File: config.mk
export PLATFORM = sky130hd
export DESIGN_NAME = msgpack_token_decoder
export DESIGN_NICKNAME = d
export VERILOG_FILES = /design/src/hdl/msgtd_pkg.sv /design/src/hdl/msgtd_step.sv /design/src/hdl/msgtd_outbuf.sv /design/src/hdl/msgtd_top_regs.sv /design/src/hdl/msgpack_token_decoder.sv
export SDC_FILE = /design/constraint.sdc
export NUM_CORES = 1
export LEC_CHECK = 0
export BUFFER_PORTS_ARGS = -buffer_cell sky130_fd_sc_hd__buf_2
export CAP_MARGIN = 15
export CORE_ASPECT_RATIO = 1.2
export CORE_UTILIZATION = 35
export CTS_CLUSTER_SIZE = 10
export DETAILED_ROUTE_END_ITERATION = 6
export GPL_ROUTABILITY_DRIVEN = 0
export GPL_TIMING_DRIVEN = 1
export PLACE_DENSITY = 0.62
export SYNTH_ARGS = -nofsm -noshare
export SYNTH_HDL_FRONTEND = slang
export SYNTH_HIERARCHICAL = 1
export SYNTH_SLANG_ARGS = --single-unit
File: constraint.sdc
create_clock -name clk -period 7.75 [get_ports clk]
set_input_delay 1.1625 -clock clk [delete_from_list [all_inputs] [get_ports clk]]
set_output_delay 1.1625 -clock clk [all_outputs]
set_load 0.01 [all_outputs]
File: src/hdl/msgtd_pkg.sv
// Shared types and constants for the MessagePack token decoder.
`timescale 1ns / 1ps
`default_nettype none
package msgtd_pkg;

  localparam logic [2:0] KIND_UNSIGNED = 3'd0;
  localparam logic [2:0] KIND_SIGNED   = 3'd1;
  localparam logic [2:0] KIND_BOOL     = 3'd2;
  localparam logic [2:0] KIND_BLOCK    = 3'd3;
  localparam logic [2:0] KIND_BYTE     = 3'd4;
  localparam logic [2:0] KIND_ARRAY    = 3'd5;
  localparam logic [2:0] KIND_MAP      = 3'd6;
  localparam logic [2:0] KIND_ERROR    = 3'd7;

  localparam logic [1:0] ERR_NONE  = 2'd0;
  localparam logic [1:0] ERR_LEAD  = 2'd1;
  localparam logic [1:0] ERR_TRUNC = 2'd2;
  localparam logic [1:0] ERR_LONG  = 2'd3;

  localparam logic [15:0] MAX_BLOCK_LENGTH_RESET = 16'hffff;

  typedef enum logic [3:0] {
    PH_IDLE    = 4'b0001,
    PH_FIRST   = 4'b0010,
    PH_NEXT    = 4'b0100,
    PH_PAYLOAD = 4'b1000
  } phase_t;

  typedef struct packed {
    logic [7:0] data_byte;
    logic       end_of_buffer;
  } item_t;

  typedef struct packed {
    logic [2:0]  token_kind;
    logic [63:0] value;
    logic [15:0] length;
    logic [7:0]  payload_byte;
    logic        last_of_block;
    logic [1:0]  error_code;
  } result_t;

  typedef struct packed {
    phase_t      phase;
    logic [2:0]  pending_kind;
    logic [15:0] bytes_remaining;
    logic [63:0] value_accumulator;
    logic        skip_payload;
  } dec_state_t;

  localparam dec_state_t DEC_STATE_IDLE = '{
    phase:             PH_IDLE,
    pending_kind:      KIND_UNSIGNED,
    bytes_remaining:   16'd0,
    value_accumulator: 64'd0,
    skip_payload:      1'b0
  };

endpackage
`default_nettype wire

File: src/hdl/msgtd_step.sv
// Per-byte decode logic: current state and input byte to next state and result.
`timescale 1ns / 1ps
`default_nettype none
module msgtd_step
  import msgtd_pkg::*;
(
  input  dec_state_t  state,
  input  item_t       item,
  input  logic [15:0] max_block_length,
  output dec_state_t  state_next,
  output logic        res_valid,
  output result_t     res
);

  function automatic result_t make_result(input logic [2:0] kind, input logic [63:0] val,
                                          input logic [15:0] len, input logic [7:0] pbyte,
                                          input logic last, input logic [1:0] err);
    result_t r;
    r.token_kind    = kind;
    r.value         = val;
    r.length        = len;
    r.payload_byte  = pbyte;
    r.last_of_block = last;
    r.error_code    = err;
    return r;
  endfunction

  logic [7:0]  b;
  logic        eob;
  logic [63:0] acc_new;
  logic [15:0] rem_dec;
  logic        do_hdr;
  logic [15:0] hdr_len;
  logic        too_long;
  logic        do_collect;
  logic [2:0]  col_kind;
  logic [15:0] col_bytes;

  assign b   = item.data_byte;
  assign eob = item.end_of_buffer;

  always_comb begin
    if ((state.phase == PH_FIRST) && (state.pending_kind == KIND_SIGNED) && b[7]) begin
      acc_new = {56'hff_ffff_ffff_ffff, b};
    end else begin
      acc_new = {state.value_accumulator[55:0], b};
    end
  end

  assign rem_dec = state.bytes_remaining - 16'd1;

  always_comb begin
    state_next = DEC_STATE_IDLE;
    res_valid  = 1'b0;
    res        = make_result(KIND_UNSIGNED, 64'd0, 16'd0, 8'd0, 1'b0, ERR_NONE);
    do_hdr     = 1'b0;
    hdr_len    = 16'd0;
    do_collect = 1'b0;
    col_kind   = KIND_UNSIGNED;
    col_bytes  = 16'd0;
    too_long   = 1'b0;

    unique case (state.phase)
      PH_FIRST, PH_NEXT: begin
        if (rem_dec == 16'd0) begin
          case (state.pending_kind)
            KIND_BLOCK: begin
              do_hdr  = 1'b1;
              hdr_len = acc_new[15:0];
            end
            KIND_ARRAY, KIND_MAP: begin
              res_valid = 1'b1;
              res = make_result(state.pending_kind, 64'd0, acc_new[15:0], 8'd0, 1'b0,
                                ERR_NONE);
            end
            default: begin
              res_valid = 1'b1;
              res = make_result(state.pending_kind, acc_new, 16'd0, 8'd0, 1'b0, ERR_NONE);
            end
          endcase
        end else if (eob) begin
          res_valid = 1'b1;
          res = make_result(KIND_ERROR, 64'd0, 16'd0, 8'd0, 1'b0, ERR_TRUNC);
        end else begin
          state_next.phase             = PH_NEXT;
          state_next.pending_kind      = state.pending_kind;
          state_next.bytes_remaining   = rem_dec;
          state_next.value_accumulator = acc_new;
        end
      end
      PH_PAYLOAD: begin
        if (state.bytes_remaining <= 16'd1) begin
          res_valid = !state.skip_payload;
          res = make_result(KIND_BYTE, 64'd0, 16'd0, b, 1'b1, ERR_NONE);
        end else if (eob) begin
          res_valid = 1'b1;
          res = make_result(KIND_ERROR, 64'd0, 16'd0, 8'd0, 1'b0, ERR_TRUNC);
        end else begin
          state_next.phase           = PH_PAYLOAD;
          state_next.bytes_remaining = rem_dec;
          state_next.skip_payload    = state.skip_payload;
          res_valid = !state.skip_payload;
          res = make_result(KIND_BYTE, 64'd0, 16'd0, b, 1'b0, ERR_NONE);
        end
      end
      PH_IDLE: begin
        unique case (b) inside
          [8'h00:8'h7f]: begin
            res_valid = 1'b1;
            res = make_result(KIND_UNSIGNED, {56'd0, b}, 16'd0, 8'd0, 1'b0, ERR_NONE);
          end
          [8'he0:8'hff]: begin
            res_valid = 1'b1;
            res = make_result(KIND_SIGNED, {56'hff_ffff_ffff_ffff, b}, 16'd0, 8'd0, 1'b0,
                              ERR_NONE);
          end
          [8'ha0:8'hbf]: begin
            do_hdr  = 1'b1;
            hdr_len = {11'd0, b[4:0]};
          end
          [8'h90:8'h9f]: begin
            res_valid = 1'b1;
            res = make_result(KIND_ARRAY, 64'd0, {12'd0, b[3:0]}, 8'd0, 1'b0, ERR_NONE);
          end
          [8'h80:8'h8f]: begin
            res_valid = 1'b1;
            res = make_result(KIND_MAP, 64'd0, {12'd0, b[3:0]}, 8'd0, 1'b0, ERR_NONE);
          end
          8'hc2, 8'hc3: begin
            res_valid = 1'b1;
            res = make_result(KIND_BOOL, {63'd0, b[0]}, 16'd0, 8'd0, 1'b0, ERR_NONE);
          end
          8'hcc: begin do_collect = 1'b1; col_kind = KIND_UNSIGNED; col_bytes = 16'd1; end
          8'hcd: begin do_collect = 1'b1; col_kind = KIND_UNSIGNED; col_bytes = 16'd2; end
          8'hce: begin do_collect = 1'b1; col_kind = KIND_UNSIGNED; col_bytes = 16'd4; end
          8'hcf: begin do_collect = 1'b1; col_kind = KIND_UNSIGNED; col_bytes = 16'd8; end
          8'hd0: begin do_collect = 1'b1; col_kind = KIND_SIGNED; col_bytes = 16'd1; end
          8'hd1: begin do_collect = 1'b1; col_kind = KIND_SIGNED; col_bytes = 16'd2; end
          8'hd2: begin do_collect = 1'b1; col_kind = KIND_SIGNED; col_bytes = 16'd4; end
          8'hd3: begin do_collect = 1'b1; col_kind = KIND_SIGNED; col_bytes = 16'd8; end
          8'hd9, 8'hc4: begin do_collect = 1'b1; col_kind = KIND_BLOCK; col_bytes = 16'd1; end
          8'hda, 8'hc5: begin do_collect = 1'b1; col_kind = KIND_BLOCK; col_bytes = 16'd2; end
          8'hdc: begin do_collect = 1'b1; col_kind = KIND_ARRAY; col_bytes = 16'd2; end
          8'hde: begin do_collect = 1'b1; col_kind = KIND_MAP; col_bytes = 16'd2; end
          default: begin
            res_valid = 1'b1;
            res = make_result(KIND_ERROR, 64'd0, 16'd0, 8'd0, 1'b0, ERR_LEAD);
          end
        endcase
      end
      default: begin
        state_next = DEC_STATE_IDLE;
      end
    endcase

    if (do_collect) begin
      if (eob) begin
        res_valid = 1'b1;
        res = make_result(KIND_ERROR, 64'd0, 16'd0, 8'd0, 1'b0, ERR_TRUNC);
      end else begin
        state_next.phase           = PH_FIRST;
        state_next.pending_kind    = col_kind;
        state_next.bytes_remaining = col_bytes;
      end
    end

    if (do_hdr) begin
      too_long  = hdr_len > max_block_length;
      res_valid = 1'b1;
      if (too_long) begin
        res = make_result(KIND_ERROR, 64'd0, 16'd0, 8'd0, 1'b0, ERR_LONG);
      end else begin
        res = make_result(KIND_BLOCK, 64'd0, hdr_len, 8'd0, 1'b0, ERR_NONE);
      end
      if (hdr_len != 16'd0) begin
        if (eob) begin
          res = make_result(KIND_ERROR, 64'd0, 16'd0, 8'd0, 1'b0, ERR_TRUNC);
        end else begin
          state_next.phase           = PH_PAYLOAD;
          state_next.bytes_remaining = hdr_len;
          state_next.skip_payload    = too_long;
        end
      end
    end
  end

endmodule
`default_nettype wire

File: src/hdl/msgtd_outbuf.sv
// Result register with a skid stage between decode logic and the output channel.
`timescale 1ns / 1ps
`default_nettype none
module msgtd_outbuf
  import msgtd_pkg::*;
(
  input  logic    clk,
  input  logic    rst,
  input  logic    push,
  input  result_t push_data,
  output logic    push_ready,
  output logic    result_valid,
  input  logic    result_ready,
  output result_t result
);

  logic    main_valid;
  result_t main_data;
  logic    skid_valid;
  result_t skid_data;
  logic    main_free;

  assign push_ready   = !skid_valid;
  assign result_valid = main_valid;
  assign result       = main_data;
  assign main_free    = !main_valid || result_ready;

  always_ff @(posedge clk) begin
    if (rst) begin
      main_valid <= 1'b0;
      skid_valid <= 1'b0;
    end else if (main_free) begin
      if (skid_valid) begin
        main_valid <= 1'b1;
        skid_valid <= 1'b0;
      end else begin
        main_valid <= push;
      end
    end else if (push) begin
      skid_valid <= 1'b1;
    end
  end

  always_ff @(posedge clk) begin
    if (main_free) begin
      main_data <= skid_valid ? skid_data : push_data;
    end else if (push) begin
      skid_data <= push_data;
    end
  end

endmodule
`default_nettype wire

File: src/hdl/msgtd_top_regs.sv
// Decoder state and block length limit registers.
`timescale 1ns / 1ps
`default_nettype none
module msgtd_top_regs
  import msgtd_pkg::*;
(
  input  logic        clk,
  input  logic        rst,
  input  logic        advance,
  input  dec_state_t  state_next,
  input  logic        cfg_we,
  input  logic [15:0] cfg_wdata,
  output dec_state_t  state,
  output logic [15:0] max_block_length
);

  always_ff @(posedge clk) begin
    if (rst) begin
      state            <= DEC_STATE_IDLE;
      max_block_length <= MAX_BLOCK_LENGTH_RESET;
    end else begin
      if (advance) begin
        state <= state_next;
      end
      if (cfg_we) begin
        max_block_length <= cfg_wdata;
      end
    end
  end

endmodule
`default_nettype wire

File: src/hdl/msgpack_token_decoder.sv
// Top level of the MessagePack token decoder.
//
// Input channel item_valid/item_ready carries one buffer byte and an end of
// buffer flag per transfer. Output channel result_valid/result_ready carries
// one decoded token, one block payload byte, or an error per transfer; a
// byte that only advances a multi-byte token gives no result.
// The result of a completing byte is registered in the result register, or
// in the skid while the receiver stalls. One byte per cycle while the skid
// is empty, set by the single decode pass from state to result register.
// A two-entry output buffer (result register plus skid) keeps item_ready
// high while one result waits; item_ready drops only when both are full,
// so a stalled receiver holds the input after two pending results.
// cfg_we/cfg_wdata write the largest accepted block length; write it only
// while the block is idle.
// Reset (rst, synchronous) returns the decoder to await a lead byte, empties
// the output buffer and sets the block length limit to 65535.
`timescale 1ns / 1ps
`default_nettype none
module msgpack_token_decoder
  import msgtd_pkg::*;
(
  input  logic        clk,
  input  logic        rst,
  input  logic        item_valid,
  output logic        item_ready,
  input  item_t       item,
  output logic        result_valid,
  input  logic        result_ready,
  output result_t     result,
  input  logic        cfg_we,
  input  logic [15:0] cfg_wdata
);

  dec_state_t  state;
  dec_state_t  state_next;
  logic [15:0] max_block_length;
  logic        res_valid;
  result_t     res;
  logic        accept;

  assign accept = item_valid && item_ready;

  msgtd_top_regs u_regs (
    .clk              (clk),
    .rst              (rst),
    .advance          (accept),
    .state_next       (state_next),
    .cfg_we           (cfg_we),
    .cfg_wdata        (cfg_wdata),
    .state            (state),
    .max_block_length (max_block_length)
  );

  msgtd_step u_step (
    .state            (state),
    .item             (item),
    .max_block_length (max_block_length),
    .state_next       (state_next),
    .res_valid        (res_valid),
    .res              (res)
  );

  msgtd_outbuf u_outbuf (
    .clk          (clk),
    .rst          (rst),
    .push         (accept && res_valid),
    .push_data    (res),
    .push_ready   (item_ready),
    .result_valid (result_valid),
    .result_ready (result_ready),
    .result       (result)
  );

endmodule
`default_nettype wire
==> results of run 1 <==
-- layer usage --
| layer | wire (um) | up-vias |
|---|---|---|
| met2 | 15500 | 264 |
| met5 | 12 | - |
| li1 | - | 4385 |
| met4 | 859 | 2 |
| met1 | 14000 | 4431 |
| met3 | 1580 | 53 |
-- worst max-delay path: stages (launching register included) --
cell and delay, ns:
dfxtp_1 0.49, inv_1 0.08, ha_1 0.32, or3b_2 0.50, o32a_1 0.22, a211oi_2 0.29
nand4_1 0.61, nand2_1 0.42, and2_1 0.18, ha_1 0.24, a21oi_1 0.17, o22ai_1 0.09
nor3_1 0.18, a21oi_1 0.10, o31ai_1 0.60, a21oi_1 0.46, nor2_1 0.25, mux2_2 0.18
-- placed cells by master, fill, tap and decap left out, drive strengths merged, types with 6 or more instances in the layout --
cell type	n
clkbuf	55
o21ai	75
a31oi	6
nand2	31
buf	137
o22ai	11
inv	33
nor2b	22
nor2	242
edfxtp	188
a21oi	26
mux2i	80
nor4	6
nor4b	6
dfxtp	98
a211o	20
and2	19
nor3	16
mux2	94
xnor2	10
nand3	8
ha	18
nand4	6
-- stage by stage --
stage | total power (uW) | setup slack (ns) | cells
after floorplan | 1910 | 0.522 | 1169
after CTS | 3470 | 2.37 | 1768
after global placement | 2000 | 2.54 | 1706
after detailed placement | 2000 | 2.36 | 1707
final | 3420 | 2.25 | 1769
after global routing | 3540 | 1.91 | 1768
-- path summary, 6_finish.rpt --
kind	depth (start not counted)	end	startpoint	slack, ns
max	17	u_outbuf/result[23]	u_regs/state[65]	2.25
min	2	u_regs/state[32]	u_regs/state[32]	0.49
max reg2reg	17	u_outbuf/result[23]	u_regs/state[65]	2.25
min reg2reg	2	u_regs/state[32]	u_regs/state[32]	0.49
-- layout make-up --
| class | instances | area [um^2] | area share, % |
|---|---|---|---|
| inverters | 30 | 113 | 0.732 |
| flip-flops and latches | 286 | 7610 | 49.5 |
| repair buffers | 137 | 748 | 4.86 |
| diodes | 1 | 2.50 | 0.0163 |
| clock buffers | 55 | 951 | 6.18 |
| well taps | 480 | 601 | 3.90 |
| multi-input cells | 774 | 5310 | 34.5 |
| clock inverters | 6 | 42.5 | 0.277 |
-- power groups by stage --
stage	clock network, uW	logic (uW)	registers (uW)
after detailed placement	0	254	1750
after CTS	1500	255	1710
after global routing	1550	273	1720
final	1450	252	1710
after global placement	0	251	1750
after floorplan	0	140	1770
-- flip-flops by register name, indices dropped and copies added (netlist names) --
signal	cells
u_outbuf/skid_data	94
u_outbuf/result	94
u_outbuf/skid_valid	1
u_regs/max_block_length	16
u_regs/state	80
u_outbuf/result_valid	1
==> flow_summary.toml, run 1 <==
[run_status]
outcome = "finished clean"

[cts]
worstSkewPairLatency_ns = 0.52
postCtsHoldBufs = 0
cts.clk_slew.worst_paths_ns = 0.06
cts_tree = "done"
cts-htree-levels = 2
clock-sinks = 286
cts_resized = 0
cts_setup_buffers = 0
cts_buffer_depth = 3
cts_buffers = 35
cts_root_buf = "clkbuf_16"

[power_and_ir_drop]
combPwrFrac_pct = 7.4
p_sw_share_pct = 22.8
switchingPower_uw = 780
pwr-share-seq_pct = 50.1
p_int_uw = 2640
powerDensity_mw_per_mm2 = 222
clock_power_share_pct = 42.5
p_leak_uw = 0.00619
ir_drop_mv = 0.118

[global_route]
grt_overflow = 0
grt_max_degree = 99
grt_pass1_wl_mm = 49.9
grtUsageMet1_pct = 20.3
grt.total_usage_pct = 16.0
top_usage_layer = "met2"
use_met3_pct = 2.98
grt_pass1_vias = 8911
grtUsageMet2_pct = 26.9
antenna_found_initial = 2

[logic_synthesis]
ys_warn_count = 6
syn-num-nets = 1217
syn-cell-area_mm2 = 0.0135
postSynthCellCount = 1169
avgSynthCellArea_um2 = 11.5

[floorplanning]
coreArea_mm2 = 0.0379
die-area_mm2 = 0.0393
die_x_um = 181
initial_core_util_pct = 35.6
die_h_um = 217
rows = 78
num_io_pins = 126

[placed_design]
hpwlAfterDp_mm = 21.0
portBuffers = 125
dpl_cell_area_mm2 = 0.0144

[routing]
vias = 9135
wl_per_cell_um = 18.0
ant_nets = 0
drcViolationCount = 0
finalWirelength_mm = 31.9
drt_first_pass_iters = 6
routed_via_density = 5.16
drtIter0Drc = 630

[worst_setup_path]
critical_path_required_ns = 8.14
cp_max_fo = 17
critPathLaunchType = "flip-flop"
critPathCaptureType = "flip-flop"
critPathArrivalTime_ns = 5.89
worst-setup-path-type = "flip-flop to flip-flop"

[finish]
drive_gt1_share_pct = 22.6
fin_area_mm2 = 0.0154
final_nets = 1312
fillCellCount = 3629
syn2layout_area_growth_pct = 14.0
fin_util_pct = 40.6

[timing]
setup_violations = 0
setup-tns-final_ns = 0
finalHoldViolations = 0
grt_setup_unrepaired = "no"
max_freq_mhz = 182
max_slew_margin_pct = 26.1
hold_ws_ns = 0.492
fin_crit_sh_pct = 70.9
worst_pin_slew_ns = 1.11
finalCriticalPeriod_ns = 5.50
finalClockSkew_ns = 0.0173
slew_violations = 0

[hold_path]
hold_class = "flip-flop to flip-flop"

[job]
maxCapViolations = 0
Note: power is estimated with default switching activity, not from simulation.
==> inputs of run 2 (changes only) <==
- clock period: 7.75 -> 4.9 ns (I/O delays scaled with it)
==> flow_summary.toml, run 2 (synthesis gave the netlist of run 1 again) <==
[worst_setup_path]
critPathArrivalTime_ns = 4.64
critPathCaptureType = "flip-flop"
worstSetupStartpoint = "u_regs/state[66]"
cp_max_fo = 17
critPathLaunchType = "flip-flop"
critical_path_required_ns = 5.16
worst-setup-path-type = "flip-flop to flip-flop"
r2r-start = "u_regs/state[66]"

[hold_path]
worst_hold_startpoint = "cfg_wdata[4]"
hold_class = "input pin to flip-flop"

[cts]
cts_tree = "done"
cts_buffers = 35
cts_buffer_depth = 3
cts_resized = 0
cts-htree-levels = 2
cts.clk_slew.worst_paths_ns = 0.06
cts_setup_buffers = 0
worstSkewPairLatency_ns = 0.51
cts_root_buf = "clkbuf_16"
clock-sinks = 286
postCtsHoldBufs = 0

[global_route]
grt_overflow = 0
grt_pass1_wl_mm = 50.1
grt_pass1_vias = 8920
grt.total_usage_pct = 16.0
grt_max_degree = 73
antenna_found_initial = 1

[routing]
drt_first_pass_iters = 5
drcViolationCount = 0
ant_nets = 0
finalWirelength_mm = 31.9
vias = 9192
drtIter0Drc = 774
wl_per_cell_um = 17.9
routed_via_density = 5.15

[placed_design]
dpl_worst_slack_ns = 0.563
portBuffers = 125
placed_cells = 1721
dpl_cell_area_mm2 = 0.0145
hpwlAfterDp_mm = 21.3

[run_status]
outcome = "finished clean"

[timing]
fin_crit_sh_pct = 89.5
finalCriticalPeriod_ns = 4.39
max_freq_mhz = 228
worst_pin_slew_ns = 1.07
setup_ws_ns = 0.515
setup-tns-final_ns = 0
max_slew_margin_pct = 28.4
slew_violations = 0
finalClockSkew_ns = 0.0244
setup_violations = 0
grt_setup_unrepaired = "no"
finalHoldViolations = 0

[floorplanning]
die_h_um = 217
coreArea_mm2 = 0.0379
die-area_mm2 = 0.0393
rows = 78
initial_core_util_pct = 35.6
num_io_pins = 126
die_x_um = 181

[finish]
fin_cells = 1784
syn2layout_area_growth_pct = 15.2
mostFrequentLayoutCells = "240 x nor2_1, 188 x edfxtp_1, 125 x buf_2"
diodes = 0
final_nets = 1326
layout_commonest_cell = "nor2_1"
fin_area_mm2 = 0.0155
drive_gt1_share_pct = 24.0

[power_and_ir_drop]
p_leak_uw = 0.00628
ir_drop_mv = 0.224
finalPower_uw = 5480
powerDensity_mw_per_mm2 = 353

[job]
maxCapViolations = 0
## run 2: cell count changes in the layout (fill, tap and decap cells not counted), sizes merged
cell / before / now
diode: 1 / 0
clkinv: 3 / 6
bufinv: 0 / 1
clkbuf: 55 / 57
inv: 33 / 29
buf: 137 / 151
## run 2: path summary, 6_finish.rpt
| path | endpoint | depth (start not counted) | slack [ns] |
|---|---|---|---|
| hold reg to reg | u_regs/state[11] | 2 | 0.49 |
| setup reg to reg | u_outbuf/result[13] | 19 | 0.51 |
| hold / removal | u_regs/max_block_length[4] | 2 | 0.43 |
| setup / recovery | u_outbuf/result[13] | 19 | 0.51 |
## run 2: routing by layer
layer | wire length, um | vias to the layer above | track usage (%)
met5 | 13 | - | 0
li1 | - | 4411 | -
met2 | 15600 | 309 | 27.4
met1 | 13700 | 4417 | 20.6
met4 | 709 | 2 | 4.97
met3 | 1890 | 53 | 2.71
## run 2: stage by stage
step                hold slack, ns  util (%)
finish                       0.427      41.0
global route                 0.426      41.0
CTS                          0.414      41.0
detailed placement           0.482      38.3
global placement             0.474      38.3
floorplan                    0.455         -
## run 2: area by class of cell
cell class | count | area (um^2)
clock buffer | 57 | 958
clock inverter | 6 | 76.3
fill | 3678 | 22300
inverter | 30 | 113
multi-input combinational | 774 | 5340
sequential | 286 | 7610
tap | 480 | 601
timing repair buffer | 151 | 833
## run 2: report_power, final
part,internal (uW),switching (uW),leakage [uW]
clock,1390,974,0.000495
combinational,160,237,0.00305
sequential,2680,36.2,0.00273
## run 2: worst max-delay path: stages (launching register included)
cell and delay [ns]:
dfxtp_2 0.35, inv_1 0.12, ha_4 0.21, nor3b_1 0.50, nand4_1 0.17, nor3b_1 0.17
nand4_1 0.09, buf_4 0.23, nand2_2 0.13, and2_1 0.21, ha_1 0.28, nand3_1 0.10
nor2_1 0.16, o21ai_0 0.10, a21oi_1 0.15, o31ai_1 0.09, buf_4 0.16, a211oi_1 0.49
nor2b_1 0.14, mux2_2 0.29
